## src/sv/alternating_bit_arq_sender_assert.svh

```systemverilog
// Assertion macros for the alternating-bit ARQ sender
`ifndef ALTERNATING_BIT_ARQ_SENDER_ASSERT_SVH
`define ALTERNATING_BIT_ARQ_SENDER_ASSERT_SVH

// same-cycle implication
`define ABARQ_ASSERT_NOW(label, ante, cons, msg) \
	label: assert property (@(posedge clk) disable iff (!arst_n) (ante) |-> (cons)) \
		else $error(msg);

// next-cycle implication
`define ABARQ_ASSERT_NEXT(label, ante, cons, msg) \
	label: assert property (@(posedge clk) disable iff (!arst_n) (ante) |=> (cons)) \
		else $error(msg);

`endif

```

## src/sv/abarq_pkg.sv

```systemverilog
// Package: codes, widths and reset values of the alternating-bit ARQ sender
package abarq_pkg;

	localparam int unsigned TimeoutW = 16;
	localparam int unsigned AttemptW = 4;
	localparam int unsigned ByteW    = 8;
	localparam int unsigned KindW    = 2;

	localparam logic [TimeoutW-1:0] TimeoutReset = 16'd1000;
	localparam logic [AttemptW-1:0] AttemptsReset = 4'd5;
	localparam logic [TimeoutW-1:0] TimerMax = 16'hFFFF;

	// request kinds (s_tuser)
	localparam logic [KindW-1:0] REQ_START = 2'd0;
	localparam logic [KindW-1:0] REQ_ACK   = 2'd1;
	localparam logic [KindW-1:0] REQ_TICK  = 2'd2;

	// event kinds (m_tuser)
	localparam logic [KindW-1:0] EV_TRANSMIT  = 2'd0;
	localparam logic [KindW-1:0] EV_DELIVERED = 2'd1;
	localparam logic [KindW-1:0] EV_FAILED    = 2'd2;

	// ack status codes
	localparam logic [ByteW-1:0] ST_OK        = 8'd0;
	localparam logic [ByteW-1:0] ST_DUPLICATE = 8'd1;

	// configuration register indexes
	localparam logic CFG_ACK_TIMEOUT  = 1'b0;
	localparam logic CFG_MAX_ATTEMPTS = 1'b1;

endpackage

```

## src/sv/alternating_bit_arq_sender.sv

```systemverilog
// Alternating-bit stop-and-wait ARQ sender controller (top level)
//
//  channel | direction | tuser            | tdata
//  s_      | in        | req_type[1:0]    | ack_seq[7:0], ack_code[15:8]
//  m_      | out       | event_kind[1:0]  | frame_seq[0], attempt_number[4:1], was_duplicate[5]
//  cfg_    | in        | -                | index 0 ack_wait_ticks, index 1 max_attempts
//
// One word per cycle while m_ is not stalled: a word is held in the input register,
// the state update and result are formed in one pass and land in the output register.
// m_tvalid rises once the result has passed from the input register into the output
// register after the s_ handshake; a word that gives no result leaves no output word.
// A stalled m_ side holds both registers and drops s_tready once the input is full.
// Reset: idle, sequence bit 0, timeout 1000 ticks, five attempts.
`include "alternating_bit_arq_sender_assert.svh"

module alternating_bit_arq_sender (
	input  logic        clk,
	input  logic        arst_n,
	input  logic        s_tvalid,
	output logic        s_tready,
	input  logic [15:0] s_tdata,   // ack_seq[7:0], ack_code[15:8]
	input  logic [1:0]  s_tuser,   // req_type[1:0]
	output logic        m_tvalid,
	input  logic        m_tready,
	output logic [7:0]  m_tdata,   // frame_seq[0], attempt_number[4:1], was_duplicate[5], zero[7:6]
	output logic [1:0]  m_tuser,   // event_kind[1:0]
	input  logic        cfg_we,
	input  logic        cfg_index,
	input  logic [15:0] cfg_data
);

	// configuration
	logic [abarq_pkg::TimeoutW-1:0] ack_timeout_q;
	logic [abarq_pkg::AttemptW-1:0] max_attempts_q;

	// protocol state
	logic                           awaiting_q;
	logic                           seq_bit_q;
	logic [abarq_pkg::AttemptW-1:0] attempt_q;
	logic [abarq_pkg::TimeoutW-1:0] timer_q;

	// input register
	logic                        valid_s1;
	logic [abarq_pkg::KindW-1:0] req_s1;
	logic [abarq_pkg::ByteW-1:0] seq_s1;
	logic [abarq_pkg::ByteW-1:0] status_s1;

	// output register
	logic                           out_valid_q;
	logic [abarq_pkg::KindW-1:0]    out_kind_q;
	logic                           out_seq_q;
	logic [abarq_pkg::AttemptW-1:0] out_attempt_q;
	logic                           out_dup_q;

	logic out_free, advance;

	// next state and result
	logic                           awaiting_d, seq_bit_d;
	logic [abarq_pkg::AttemptW-1:0] attempt_d;
	logic [abarq_pkg::TimeoutW-1:0] timer_d, timer_inc;
	logic                           res_valid, res_dup, res_seq;
	logic [abarq_pkg::KindW-1:0]    res_kind;
	logic [abarq_pkg::AttemptW-1:0] res_attempt;
	logic                           seq_match, do_retry;

	assign out_free = !out_valid_q || m_tready;
	assign advance  = valid_s1 && out_free;
	assign s_tready = !valid_s1 || out_free;

	assign seq_match = (seq_s1 == {{(abarq_pkg::ByteW-1){1'b0}}, seq_bit_q});
	assign timer_inc = (timer_q == abarq_pkg::TimerMax) ? timer_q : timer_q + 16'd1;

	always_comb begin
		awaiting_d  = awaiting_q;
		seq_bit_d   = seq_bit_q;
		attempt_d   = attempt_q;
		timer_d     = timer_q;
		res_valid   = 1'b0;
		res_kind    = abarq_pkg::EV_TRANSMIT;
		res_seq     = seq_bit_q;
		res_attempt = attempt_q;
		res_dup     = 1'b0;
		do_retry    = 1'b0;
		unique case (req_s1)
			abarq_pkg::REQ_START: begin
				if (!awaiting_q) begin
					awaiting_d  = 1'b1;
					attempt_d   = 4'd1;
					timer_d     = '0;
					res_valid   = 1'b1;
					res_attempt = 4'd1;
				end
			end
			abarq_pkg::REQ_ACK: begin
				if (awaiting_q && seq_match) begin
					if (status_s1 == abarq_pkg::ST_OK ||
							status_s1 == abarq_pkg::ST_DUPLICATE) begin
						res_valid  = 1'b1;
						res_kind   = abarq_pkg::EV_DELIVERED;
						res_dup    = status_s1[0];
						seq_bit_d  = !seq_bit_q;
						awaiting_d = 1'b0;
						timer_d    = '0;
					end else begin
						do_retry = 1'b1;
					end
				end
			end
			abarq_pkg::REQ_TICK: begin
				if (awaiting_q) begin
					timer_d = timer_inc;
					if (timer_inc >= ack_timeout_q) begin
						do_retry = 1'b1;
					end
				end
			end
			default: ;
		endcase
		if (do_retry) begin
			res_valid = 1'b1;
			timer_d   = '0;
			if (attempt_q < max_attempts_q) begin
				attempt_d   = attempt_q + 4'd1;
				res_attempt = attempt_q + 4'd1;
			end else begin
				res_kind   = abarq_pkg::EV_FAILED;
				awaiting_d = 1'b0;
			end
		end
	end

	always_ff @(posedge clk or negedge arst_n) begin
		if (!arst_n) begin
			ack_timeout_q  <= abarq_pkg::TimeoutReset;
			max_attempts_q <= abarq_pkg::AttemptsReset;
		end else if (cfg_we) begin
			if (cfg_index == abarq_pkg::CFG_ACK_TIMEOUT) begin
				ack_timeout_q <= cfg_data;
			end else begin
				max_attempts_q <= cfg_data[abarq_pkg::AttemptW-1:0];
			end
		end
	end

	always_ff @(posedge clk or negedge arst_n) begin
		if (!arst_n) begin
			awaiting_q <= 1'b0;
			seq_bit_q  <= 1'b0;
			attempt_q  <= '0;
			timer_q    <= '0;
		end else if (advance) begin
			awaiting_q <= awaiting_d;
			seq_bit_q  <= seq_bit_d;
			attempt_q  <= attempt_d;
			timer_q    <= timer_d;
		end
	end

	always_ff @(posedge clk or negedge arst_n) begin
		if (!arst_n) begin
			valid_s1 <= 1'b0;
		end else if (s_tready) begin
			valid_s1 <= s_tvalid;
		end
	end

	always_ff @(posedge clk) begin
		if (s_tvalid && s_tready) begin
			req_s1    <= s_tuser;
			seq_s1    <= s_tdata[7:0];
			status_s1 <= s_tdata[15:8];
		end
	end

	always_ff @(posedge clk or negedge arst_n) begin
		if (!arst_n) begin
			out_valid_q <= 1'b0;
		end else if (advance) begin
			out_valid_q <= res_valid;
		end else if (m_tready) begin
			out_valid_q <= 1'b0;
		end
	end

	always_ff @(posedge clk) begin
		if (advance) begin
			out_kind_q    <= res_kind;
			out_seq_q     <= res_seq;
			out_attempt_q <= res_attempt;
			out_dup_q     <= res_dup;
		end
	end

	assign m_tvalid = out_valid_q;
	assign m_tuser  = out_kind_q;
	assign m_tdata  = {2'b00, out_dup_q, out_attempt_q, out_seq_q};

	`ABARQ_ASSERT_NEXT(a_tx_opens_window,
		advance && res_valid && res_kind == abarq_pkg::EV_TRANSMIT, awaiting_q,
		"transmit issued but no acknowledge window open")
	`ABARQ_ASSERT_NEXT(a_done_closes_window,
		advance && res_valid && res_kind != abarq_pkg::EV_TRANSMIT, !awaiting_q,
		"delivery or failure left the window open")
	`ABARQ_ASSERT_NOW(a_attempt_nonzero, awaiting_q, attempt_q != '0,
		"window open with zero attempts")
	`ABARQ_ASSERT_NOW(a_stall_holds_input, !s_tready, valid_s1 && out_valid_q && !m_tready,
		"input stalled without a blocked output")

endmodule

```

## config.mk

```make
export PLATFORM = sky130hd
export DESIGN_NAME = alternating_bit_arq_sender
export DESIGN_NICKNAME = d
export VERILOG_FILES = /design/src/sv/abarq_pkg.sv /design/src/sv/alternating_bit_arq_sender.sv
export VERILOG_INCLUDE_DIRS = /design/src /design/src/sv
export SDC_FILE = /design/constraint.sdc
export NUM_CORES = 1
export LEC_CHECK = 0
export BUFFER_PORTS_ARGS = -buffer_cell sky130_fd_sc_hd__buf_2
export CORE_MARGIN = 4
export CORE_UTILIZATION = 55
export CTS_BUF_LIST = sky130_fd_sc_hd__clkbuf_4 sky130_fd_sc_hd__clkbuf_8 sky130_fd_sc_hd__clkbuf_16
export DETAILED_ROUTE_END_ITERATION = 8
export GPL_TIMING_DRIVEN = 0
export PLACE_DENSITY = 0.75
export SLEW_MARGIN = 20
export SYNTH_ARGS = -nofsm -noshare
export SYNTH_HDL_FRONTEND = slang
export SYNTH_SLANG_ARGS = --single-unit
export TNS_END_PERCENT = 10
```

## constraint.sdc

```tcl
create_clock -name clk -period 10 [get_ports clk]
set_input_delay 2 -clock clk [delete_from_list [all_inputs] [get_ports clk]]
set_output_delay 2 -clock clk [all_outputs]
set_load 0.01 [all_outputs]
```

* Yosys cells after proc, flatten, opt, wreduce, memory -nomap -nowiden
Cells that the tools add are included.
** Word-level totals
- Logic and storage cells :: 80
- Register bits after elaboration :: 70
- Output and inout port bits :: 12
- Bits of input ports :: 40
** Cells by class
- Order comparisons :: 2
- Reduce and logical (&&, ||, !) cells :: 18
- Equal/unequal tests :: 9
- Add/subtract/negate cells :: 2
- Muxes and demuxes :: 33
- Bitwise logic cells :: 1
** Operators with widths (count)
- $mux W16 :: 6
- $pmux W16 S3 :: 1
- $mux W1 :: 17
- $add A16 B1 Y16 const B :: 1
- $eq A16 B16 Y1 const B :: 1
- $ge A16 B16 Y1 :: 1
- $mux W4 :: 4
- $ne A3 B3 Y1 const B :: 4
- $eq A8 B1 Y1 :: 1
- $eq A8 B1 Y1 const B :: 1
- $logic_not A8 Y1 :: 1
- $pmux W1 S2 :: 3
- $reduce_and A6 Y1 :: 1
- $add A4 B1 Y4 const B :: 1
- $lt A4 B4 Y1 :: 1
- $mux W2 :: 2
- $reduce_and A2 Y1 :: 2
- $reduce_and A4 Y1 :: 1
- $reduce_bool A4 Y1 :: 1
- $logic_and A1 B1 Y1 :: 3
- $logic_not A1 Y1 :: 3
- $logic_or A1 B1 Y1 :: 3
- $reduce_and A3 Y1 :: 1
- $eq A2 B1 Y1 const B :: 1
- 4 further kinds :: 4

* Depth between registers and ports, before layout
Gate-level depths: netlist of the first run.
- Depth after elaboration :: 8
- Gate-level depth with buffers :: 15

* Least setup slack after synthesis of the first run
No wires, ideal clock.
- Path kind :: input -> output
- From :: in m_tready
- To :: out s_tready
- Cell stages on the path :: 2
- Path slack :: 5756 ps
- Data required time :: 8000 ps
- Data arrival time :: 2244 ps
- Path buffers :: 0
- Cell sequence :: nor2b_1 > nand2_1
** On the way
- Word-level cells in the longest chain between the ends :: 2
** Ends and longest elaborated chain
- start: declaration :: RTL line alternating_bit_arq_sender.sv:24 : input logic m_tready,
- $logic_or A1 B1 Y1 :: RTL line alternating_bit_arq_sender.sv:66 : assign out_free = !out_valid_q || m_tready;
- $logic_or A1 B1 Y1 :: RTL line alternating_bit_arq_sender.sv:68 : assign s_tready = !valid_s1 || out_free;
- end: declaration :: RTL line alternating_bit_arq_sender.sv:20 : output logic s_tready,
No other way between the ends.

* Worst setup path after layout of the first run
Same ends and word-level chain as after synthesis.

==> results of run 1 <==
-- final cells by class --
cell class | instances | area [µm²] | area share, %
multi-input cells | 257 | 1820 | 40.1
flip-flops and latches | 70 | 1890 | 41.8
inverters | 33 | 124 | 2.74
repair buffers | 49 | 248 | 5.48
plain buffers | 17 | 97.6 | 2.16
well taps | 96 | 120 | 2.66
clock inverters | 6 | 93.8 | 2.08
clock buffers | 10 | 131 | 2.91
-- worst max-delay path: stages --
cell and delay (ps):
buf_2 100, nor2b_1 140, nand2_1 100, buf_2 150
-- layer usage --
layer / wire (µm) / track usage, %
met1: 3550 / 27.3
met2: 4100 / 34.1
met3: 456 / 4.63
met4: 180 / 8.17
met5: 0 / 0
-- sequential cells by signal, summed over array words and instances, names as in the netlist, 2 cells and up --
register / cells
ack_timeout_q: 16
timer_q: 16
seq_s1: 8
status_s1: 8
attempt_q: 4
max_attempts_q: 4
out_attempt_q: 4
m_tuser: 2
req_s1: 2
-- worst max path at each step --
| stage | to | startpoint |
|---|---|---|
| 2_1_floorplan | s_tready | m_tready |
| 3_3_place_gp | s_tready | m_tready |
| 5_1_grt | timer_q[7]$_DFFE_PN0P_ | timer_q[7]$_DFFE_PN0P_ |
| 3_5_place_dp | s_tready | m_tready |
| 6_report | s_tready | m_tready |
| 4_1_cts | s_tready | m_tready |
-- cell families (layout without fill, tap and decap cells) --
logic type / after synthesis / after routing / share of synthesized area, %
other: 1 / 2 / 0.0955
adder cells (fa/ha/maj): 25 / 25 / 7.97
AO/OA/AOI/OAI: 72 / 72 / 13.0
AND/OR/NAND/NOR: 130 / 130 / 18.1
buffers and inverters: 50 / 115 / 5.64
XOR/XNOR: 14 / 14 / 3.12
multiplexers: 14 / 14 / 3.89
flip-flops: 70 / 70 / 48.2
-- synth_stat cells (2+ instances only) --
| cell | count | area [µm²] |
|---|---|---|
| nand4_1 | 14 | 87.6 |
| nor3_1 | 6 | 30.0 |
| buf_4 | 7 | 52.6 |
| a21oi_2 | 2 | 17.5 |
| dfstp_2 | 8 | 210 |
| inv_1 | 32 | 120 |
| xnor2_1 | 9 | 78.8 |
| nor3b_1 | 2 | 15.0 |
| nand3_1 | 11 | 55.1 |
| a21o_1 | 5 | 37.5 |
| edfxtp_1 | 26 | 781 |
| mux2i_1 | 4 | 40.0 |
| nand2b_1 | 8 | 50.1 |
| a41o_1 | 12 | 120 |
| ha_1 | 25 | 313 |
| a211oi_1 | 3 | 22.5 |
| and3_1 | 12 | 75.1 |
| a211o_1 | 2 | 17.5 |
| a21oi_1 | 11 | 55.1 |
| o21ai_0 | 20 | 100 |
| a22o_1 | 3 | 26.3 |
| o211ai_1 | 3 | 22.5 |
| nand2_1 | 40 | 150 |
| a31oi_1 | 2 | 12.5 |
| xor2_1 | 5 | 43.8 |
| nor2_1 | 16 | 60.1 |
| mux2_2 | 10 | 113 |
| nor2b_1 | 2 | 12.5 |
| dfrtp_1 | 36 | 901 |
| nor4_1 | 3 | 18.8 |
| or4_1 | 4 | 30.0 |
| clkbuf_1 | 9 | 33.8 |
| and2_1 | 3 | 18.8 |
-- power by group --
group | leakage, nW | switching [mW] | internal (mW) | total, mW
Sequential | 0.810 | 0.0114 | 0.324 | 0.336
Clock | 0.110 | 0.112 | 0.145 | 0.256
Combinational | 1.19 | 0.0602 | 0.0451 | 0.105
Total | 2.11 | 0.183 | 0.514 | 0.697
==> impl_summary.md, run 1 <==
Drt
Summed over all layers, the routed wires come to 8290 µm. Across all layers, the routed design uses 3038 vias. The wire length per cell is 15.4 µm. The count of nets left with antenna violations after detail routing is 0. The DRC violation count after routing is 0.

Using the TritonRoute via totals, the vias-per-cell ratio works out to 5.65. The detailed-router iteration count before antenna repair is 5. After the first detailed-routing iteration, the DRC count stood at 153.

Global routing
The number of global-route vias before repair was 2928. The sum of overflow across all layers after global routing is 0. The number of antenna violations at the first check in global routing came to 0.

Entering global routing, the biggest net connects 45 pins. The first global-routing pass estimated 14000 µm of wire. The overall fraction of global-route tracks in use is 21.0%.

Cells and area
After the last flow step, the layout net total stands at 502. The number of standard cells in the final layout excluding fillers is 538. The commonest non-fill, non-tap cell in the layout is buf_2. In the layout the commonest cells are 48 x buf_2, 40 x nand2_1, 36 x dfrtp_1, 32 x inv_1, 26 x edfxtp_1. The layout cell share with drive strength beyond 1 is 22.4%. The area overhead of the layout relative to synthesis is 15.2%.

At the end of the flow the core is filled with cells to 65.8%. After routing the design area is 4520 µm². 0 antenna diodes ended up in the layout. The layout filler cell count is 542.

Power
Summed over all cells, the static leakage comes to 2.11 nW. The areal power density over the cells is 154 nW/µm². The peak supply drop is 0.109 mV.

Total power for the finished layout comes to 0.697 mW.

Critical path
The category of the worst setup path capture point is a primary output. The kind of launch point of the worst setup path is an input port. By startpoint and endpoint, the worst setup path is classified as in2out. The slack of the worst reg-to-reg path is 5730 ps. The arrival time of the worst setup path is 2490 ps.

The endpoint of the lowest-slack register-to-register path is timer_q[7]$_DFFE_PN0P_. The startpoint identified for the worst register-to-register timing path is timer_q[7]$_DFFE_PN0P_. The required time at the endpoint of the critical path is 8000 ps.

Counting cells, the worst reg-to-reg path comes to 13. In this run the worst path has a maximum fanout of 3.

Place
Timing analysis after detailed placement gives a worst setup slack of 5510 ps. The placed instances occupy a cell area of 4290 µm². At the end of routability-driven placement, the weighted congestion stood at 0.857. The HPWL reported at the end of detailed placement is 6110 µm.

Including well taps, the total number of placed cells is 522. During placement, the flow inserted port buffers numbering 49.

Synth
The synthesized flop and latch total is 70. The number of warnings reported in the yosys synthesis log is 0. The number of distinct library cells after synthesis is 54. The count of mapped cells out of synthesis is 376. Averaged over all synthesized cells, the footprint is 10.4 µm². The cell area after synthesis is 3930 µm². The number of enable-type register cells in the synthesized netlist is 26. The predominant post-synthesis flop cell is dfrtp_1.

The proportion of synthesized flip-flops having asynchronous set or reset is 62.9%. The portion of the post-synthesis area used by sequential elements is 48.2%.

Clock tree
The number of buffers inserted during clock tree synthesis is 9. The worst-case clock buffer depth is 2. The cell sitting at the root of the clock tree is a clkbuf_8. The count of buffers added by post-CTS timing repair for setup is 0. CTS saw 70 sinks. Clock-pin slew was measured on the worst setup and hold paths at 70 ps. The clock tree from TritonCTS is yes.

The H-tree level count is 3. The hold buffer count at CTS is 0. The number of gates resized after CTS was 0. The clock insertion delay at the later pin of the skew report is 350 ps.

Floorplanning
The die covers 8550 µm². The I/O pin total is 52. The floorplan die width is 92.5 µm.

The core box area is 6870 µm². Once the floorplan was initialized, standard cells occupied 57.1% of the core. The number of placement rows is 30. The die span in y is 92.5 µm.

Timing
The total negative setup slack is 0 ps. Derived from the worst setup path, the maximum achievable clock frequency is 0.223 GHz. In the finished design, the share of the clock period the worst path needs comes to 44.9%. The final number of setup-violating endpoints is 0. Final hold analysis gives a worst-case slack of 516 ps. On the final layout, the worst clock skew is 9.32 ps. The number of max-slew violations in the final report was 0. The hold violation count in the final report was 0. The minimum setup slack in the final design is 5510 ps.

The final critical path time including I/O delays and setup is 4490 ps. For the pin with the worst max-slew slack, the measured transition is 740 ps. In this run the tightest slew margin relative to its limit is 49.4%. Setup repair after global routing left no endpoint under its margin.

Outcome
The run finished with clean final reports.

Hold path
The worst hold path terminates at res_seq$_DFFE_PN0P_. The path class of the tightest hold or removal check is reg2reg. In this run the most critical hold path is launched from res_seq$_DFFE_PN0P_. Along the worst hold path, the cell count comes to 1.

Flow run
The max-capacitance violation count is 0.
Power figures use the tool's default switching activity.
==> inputs of run 2 (changes only) <==
- CORE_UTILIZATION: 55 -> 52
- PLACE_DENSITY: 0.75 -> 0.74
- clock period: 10 -> 3.9 ns (I/O delays scaled with it)
==> impl_summary.md, run 2 (same netlist as run 1, synthesis figures left out) <==
Timing
The number of max-slew violations in the final report is 0 (unchanged). The minimum setup slack in the final design is 184 ps (was 5510 ps). The largest clock skew in the final design came to 13.1 ps (was 9.32 ps).

Dividing the final minimum period by the clock period gives 95.3%. After layout, the minimum clock period comes to 3720 ps. The final number of setup-violating endpoints is 0 (unchanged).

The minimum hold slack is 427 ps (was 516 ps). The worst relative slew slack is 52.2% (was 49.4%). The total negative setup slack is 0 ps (unchanged). The slew of the pin with the lowest slew margin is 712 ps (was 740 ps). The hold violation count in the final report came to 0 (unchanged).

Static timing analysis puts the maximum clock frequency at 0.269 GHz.

Cells and area
The share of the core filled with cells was 63.2% (was 65.8%). The final instance area is 4610 µm² (was 4520 µm²). The layout net count is 505 (was 502). The area overhead of the layout relative to synthesis came to 17.3% (was 15.2%). The layout filler cell count is 606 (was 542). The layout cell share with drive strength beyond 1 was 26.7% (was 22.4%). The number of standard cells in the final layout excluding fillers is 544 (was 538). The final antenna diode count came to 0 (unchanged). Highest-count cells in the layout ignoring fill and taps: 48 x buf_2, 39 x nand2_1, 34 x dfrtp_1, 32 x inv_1, 26 x edfxtp_1 (was 48 x buf_2, 40 x nand2_1, 36 x dfrtp_1, 32 x inv_1, 26 x edfxtp_1).

Largest registers: ack_timeout_q (16), timer_q (16) (unchanged). The commonest non-fill, non-tap cell in the layout was buf_2 (unchanged).

Power
The internal power component is 1.26 mW (was 0.514 mW). The proportion of power drawn by flip-flops and latches is 49.9% (was 48.1%). The switching power as a share of total power came to 26.8% (was 26.3%). The combinational fraction of design power was 16.1% (was 15.1%). The fraction of power consumed by the clock network is 34.0% (was 36.8%). The power after layout is 1.72 mW (was 0.697 mW). The total leakage power is 2.15 nW (was 2.11 nW). The switching power came to 0.462 mW (was 0.183 mW). The areal power density over the cells is 374 nW/µm² (was 154 nW/µm²). The peak supply drop is 0.330 mV (was 0.109 mV).

Floorplanning
The core box area is 7290 µm² (was 6870 µm²). The I/O pin total is 52 (unchanged). The die span in y is 94.9 µm (was 92.5 µm).

The die area was 9000 µm² (was 8550 µm²). The number of placement rows is 31 (was 30). The initial core utilization is 53.8% (was 57.1%). The floorplan die width came to 94.9 µm (was 92.5 µm).

Drt
The number of violations reported at the end of detailed-routing iteration 0 is 147 (was 153). The total wirelength of the detailed-routed design is 8280 µm (was 8290 µm). The detailed-router iteration count before antenna repair is 4 (was 5). The count of nets left with antenna violations after detail routing is 0 (unchanged). The wire length per cell is 15.2 µm (was 15.4 µm). The DRC violation count after routing is 0 (unchanged). The number of vias per cell is 5.55 (was 5.65). The total number of vias is 3018 (was 3038).

Clock tree
The cell at the root of the clock tree was clkbuf_8 (unchanged). The clock insertion delay at the later pin of the skew report is 350 ps (about the same). The CTS sink count was 70 (unchanged). The clock transition at the register clock pins on the worst setup and hold paths after CTS is 80 ps (was 70 ps). The number of buffers inserted during clock tree synthesis is 9 (unchanged). The clock tree from TritonCTS is yes (unchanged). The hold buffer count at CTS is 0 (unchanged).

The H-tree level count was 3 (unchanged). The worst-case clock buffer depth is 2 (unchanged).

Place
The HPWL reported at the end of detailed placement is 5990 µm (was 6110 µm). The worst setup slack before clock tree synthesis is -283 ps (was 5510 ps). The post-placement cell area is 4300 µm² (was 4290 µm²). The placer's final routability congestion estimate is 0.866 (was 0.857). The count of input and output buffers is 49 (unchanged). The number of placed cells counting well taps was 525 (was 522).

Outcome
Result of the run: complete, no violations (unchanged).

Critical path
The kind of launch point of the worst setup path is a register (was input port). The critical-path maximum fanout is 10 (was 3). The classification of the worst setup path is reg2reg (was in2out). The category of the worst setup path capture point is a register (was primary output).

The arrival time of the worst setup path was 3940 ps (was 2490 ps). The required time at the endpoint of the critical path is 4130 ps (was 8000 ps).

Global routing
The sum of overflow across all layers after global routing is 0 (unchanged). The global-route wire length before repair is 13800 µm (was 14000 µm). The number of global-route vias before repair is 2990 (was 2928). The number of antenna violations at the first check in global routing is 0 (unchanged). The overall fraction of global-route tracks in use was 19.8% (was 21.0%). The largest net degree at the start of global routing is 45 (unchanged).

Hold path
The type of the worst min-delay path is in2async (was reg2reg).

Flow run
The max-capacitance violation count is 0 (unchanged).
==> run 2: changes by cell type in the layout (fill, tap and decap cells not counted), moves of 2 or more <==
cell and delta:
clkbuf_1 -4, nand3_1 -2, dfrtp_1 -2, nor3_1 -2
buf_4 +6, nor4_1 -2, dfrtp_2 +2, nor4_2 +2
==> run 2: critical path, stage by stage (launching register included) <==
cell and delay [ps]:
dfrtp_2 430, nand4_1 110, buf_4 170, or4_4 530, o211ai_1 320, xnor2_1 150, ha_1 290, nand4_1 200
nor4_2 320, a311oi_2 100, a21o_1 210, buf_4 170, and2_1 180, buf_4 190, a41o_1 240
==> run 2: path summary, 6_finish.rpt <==
| path | from | slack (ps) | cells after the start | to |
|---|---|---|---|---|
| hold reg to reg | max_attempts_q[1]$_DFFE_PN0P_ | 510 | 1 | max_attempts_q[1]$_DFFE_PN0P_ |
| setup / recovery | timer_q[8]$_DFFE_PN0P_ | 180 | 14 | timer_q[2]$_DFFE_PN0P_ |
| max in group asynchronous | arst_n | 3040 | 1 | timer_q[7]$_DFFE_PN0P_ |
| min in group clk | max_attempts_q[1]$_DFFE_PN0P_ | 510 | 1 | max_attempts_q[1]$_DFFE_PN0P_ |
| hold / removal | arst_n | 430 | 1 | ack_timeout_q[12]$_DFFE_PN0P_ |
| setup reg to reg | timer_q[8]$_DFFE_PN0P_ | 180 | 14 | timer_q[2]$_DFFE_PN0P_ |
==> run 2: layout make-up <==
class | count | area, µm² | share of cell area (%)
flip-flops and latches | 70 | 1890 | 41.1
multi-input cells | 257 | 1880 | 40.9
repair buffers | 55 | 293 | 6.36
clock buffers | 11 | 139 | 3.02
inverters | 33 | 124 | 2.69
well taps | 99 | 124 | 2.69
plain buffers | 14 | 87.6 | 1.90
clock inverters | 5 | 60.1 | 1.30
==> run 2: repair_timing <==
action / in CTS / in global routing
endpoints found under the hold margin: 0 / 0
setup buffers: 0 / 6
endpoints found under the setup margin: 28 / 28
pin swaps: 1 / 4
resized for setup: 5 / 13
==> run 2: layer usage <==
layer,track usage (%),share of wire (%)
met5,0,0
met4,7.57,1.5
met3,3.59,3.2
met2,35.2,52
met1,23.7,43
==> run 2: power by group through the flow <==
stage / Clock (mW) / Sequential (mW) / Combinational [mW]
floorplan: 0 / 0.870 / 0.181
global placement: 0 / 0.874 / 0.253
detailed placement: 0 / 0.875 / 0.265
CTS: 0.594 / 0.861 / 0.271
global route: 0.638 / 0.866 / 0.315
finish: 0.586 / 0.861 / 0.277
==> inputs of run 3 (changes only) <==
- GPL_ROUTABILITY_DRIVEN: unset -> 0
- REMOVE_ABC_BUFFERS: unset -> 1
==> impl_summary.md, run 3 (same netlist as run 1, synthesis figures left out) <==
Outcome
Result of the run: complete, no violations (unchanged).

Cells and area
The area overhead of the layout relative to synthesis is 15.4% (was 17.3%). The final instance area is 4530 µm² (was 4610 µm²). The layout cell share with drive strength beyond 1 is 26.0% (was 26.7%). The commonest non-fill, non-tap cell in the layout was buf_2 (unchanged). The final antenna diode count is 0 (unchanged). Largest registers: ack_timeout_q (16), timer_q (16) (unchanged). The layout net count came to 487 (was 505). The share of the core filled with cells is 62.1% (was 63.2%). The storage element area is 1890 µm² (unchanged). The layout filler cell count came to 615 (was 606). Highest-count cells in the layout ignoring fill and taps: 48 x buf_2, 38 x nand2_1, 34 x dfrtp_1, 32 x inv_1, 26 x edfxtp_1 (was 48 x buf_2, 39 x nand2_1, 34 x dfrtp_1, 32 x inv_1, 26 x edfxtp_1). The footprint of the multi-input gates is 1900 µm² (was 1880 µm²).

Drt
The number of violations reported at the end of detailed-routing iteration 0 is 161 (was 147). The total wirelength of the detailed-routed design was 8080 µm (was 8280 µm). The count of nets left with antenna violations after detail routing was 0 (unchanged). The detailed-router iteration count before antenna repair is 4 (unchanged). The total number of vias is 2933 (was 3018). The wire length per cell is 15.4 µm (was 15.2 µm). The number of vias per cell came to 5.58 (was 5.55). The DRC violation count after routing was 0 (unchanged).

Global routing
The global-route wire length before repair is 13400 µm (was 13800 µm). The met2 track demand over resource is 31.4% (was 35.2%). The overall fraction of global-route tracks in use is 19.3% (was 19.8%).

The sum of overflow across all layers after global routing is 0 (unchanged). The number of global-route vias before repair is 2917 (was 2990). The met1 capacity usage during global routing is 24.3% (was 23.7%). The number of antenna violations at the first check in global routing is 0 (unchanged). The most utilized layer in the global route result was met2 (unchanged). The met3 capacity usage during global routing is 4.94% (was 3.59%). The largest net degree at the start of global routing is 45 (unchanged).

Clock tree
The clock insertion delay at the later pin of the skew report was 350 ps (about the same). The clock tree from TritonCTS was yes (unchanged). The hold buffer count at CTS is 0 (unchanged). The cell at the root of the clock tree is clkbuf_8 (unchanged). The worst-case clock buffer depth is 2 (unchanged). The H-tree level count came to 3 (unchanged). The number of buffers inserted during clock tree synthesis came to 9 (unchanged). The clock transition at the register clock pins on the worst setup and hold paths after CTS was 80 ps (about the same). The CTS sink count is 70 (unchanged).

Critical path
The start point of the critical path was timer_q[0]$_DFFE_PN0P_ (was timer_q[8]$_DFFE_PN0P_). The category of the worst setup path capture point is a register (unchanged). The required time at the endpoint of the critical path is 4180 ps (was 4130 ps).

The kind of launch point of the worst setup path is a register (unchanged). The critical-path maximum fanout is 12 (was 10). The reg-to-reg startpoint is timer_q[0]$_DFFE_PN0P_ (was timer_q[8]$_DFFE_PN0P_). The arrival time of the worst setup path was 4070 ps (was 3940 ps).

The classification of the worst setup path is reg2reg (unchanged).

Timing
The number of max-slew violations in the final report was 0 (unchanged). The slew of the pin with the lowest slew margin is 903 ps (was 712 ps). The largest clock skew in the final design is 9.55 ps (was 13.1 ps). The hold violation count in the final report is 0 (unchanged).

The ratio of final minimum period to clock period is 97.2% (was 95.3%). Setup repair after global routing could not meet its margin everywhere. The final number of setup-violating endpoints came to 0 (unchanged). The final critical path time including I/O delays and setup is 3790 ps (was 3720 ps).

The maximum operating frequency is 0.264 GHz (was 0.269 GHz). The worst relative slew slack is 39.4% (was 52.2%).

Floorplanning
The I/O pin total is 52 (unchanged). The initial core utilization came to 53.8% (unchanged). The die area is 9000 µm² (unchanged). The number of placement rows is 31 (unchanged). The die span in y was 94.9 µm (unchanged). The core box area is 7290 µm² (unchanged). The floorplan die width is 94.9 µm (unchanged).

Power
The total leakage power came to 2.09 nW (was 2.15 nW). The peak supply drop came to 0.251 mV (was 0.330 mV). The power after layout is 1.76 mW (was 1.72 mW).

The proportion of power drawn by flip-flops and latches was 49.4% (was 49.9%). The switching power as a share of total power is 25.8% (was 26.8%). The internal power component was 1.31 mW (was 1.26 mW). The switching power was 0.455 mW (was 0.462 mW). The combinational fraction of design power was 14.3% (was 16.1%). The areal power density over the cells is 389 nW/µm² (was 374 nW/µm²). The fraction of power consumed by the clock network is 36.3% (was 34.0%).

Place
The count of input and output buffers is 49 (unchanged). The HPWL reported at the end of detailed placement is 5710 µm (was 5990 µm). The post-placement cell area is 4210 µm² (was 4300 µm²).

Flow run
The max-capacitance violation count is 0 (unchanged).

Hold path
The type of the worst min-delay path was in2async (unchanged).
run 3: changes by cell type in the layout (fill, tap and decap cells not counted), moves of 2 or more:
| cell | delta |
|---|---|
| a211oi_1 | -2 |
| a211oi_2 | +2 |
| clkbuf_1 | -5 |
| buf_4 | -12 |
run 3: through the flow:
stage	setup WS, ps	hold WS [ps]	setup TNS [ps]	instances
2_1_floorplan	481	471	0	360
3_3_place_gp	-356	482	-6090	508
3_5_place_dp	-464	491	-8890	509
4_1_cts	54.7	509	0	525
5_1_grt	-71.1	473	-769	526
6_report	110	431	0	526
run 3: layout make-up:
cell class	count	share of cell area (%)
clock buffers	10	2.90
clock inverters	6	1.91
inverters	33	2.74
multi-input cells	257	42.0
flip-flops and latches	70	41.8
well taps	99	2.74
repair buffers	51	5.89
run 3: path summary, 6_finish.rpt:
path	cells past startpoint	endpoint	slack (ps)
worst max-delay path	12	timer_q[11]$_DFFE_PN0P_	110
worst min-delay path	1	ack_timeout_q[10]$_DFFE_PN0P_	430
worst max register to register	12	timer_q[11]$_DFFE_PN0P_	110
worst min register to register	1	m_tvalid$_DFFE_PN0P_	510
max in group asynchronous	1	timer_q[0]$_DFFE_PN0P_	3050
min in group clk	1	m_tvalid$_DFFE_PN0P_	510
run 3: repair_timing:
item	in CTS	in global routing
endpoints found under the setup margin	28	27
pin swaps	0	5
hold endpoints to repair	0	0
setup buffers	0	1
resized for setup	9	13
run 3: power groups by stage:
stage          clock [mW]  sequential [mW]  combinational, mW
2_1_floorplan           0            0.877              0.163
6_report            0.639            0.870              0.253
3_3_place_gp            0            0.881              0.237
4_1_cts             0.653            0.871              0.253
5_1_grt             0.683            0.879              0.289
3_5_place_dp            0            0.884              0.247
run 3: per-layer routing:
metal / share of wire [%] / routed length, µm
met5: 0 / 0
met1: 45 / 3670
met3: 5.4 / 433
met2: 47 / 3800
met4: 2.3 / 183
run 3: worst max-delay path: stages (launching register included):
cell	delay, ps
dfrtp_2	440
ha_1	210
nand3_2	170
or4_1	480
nor2_1	130
mux2_2	360
ha_1	290
nand4_1	230
nor3_2	80
a311oi_2	460
a21o_4	270
and2_2	360
a41o_1	220
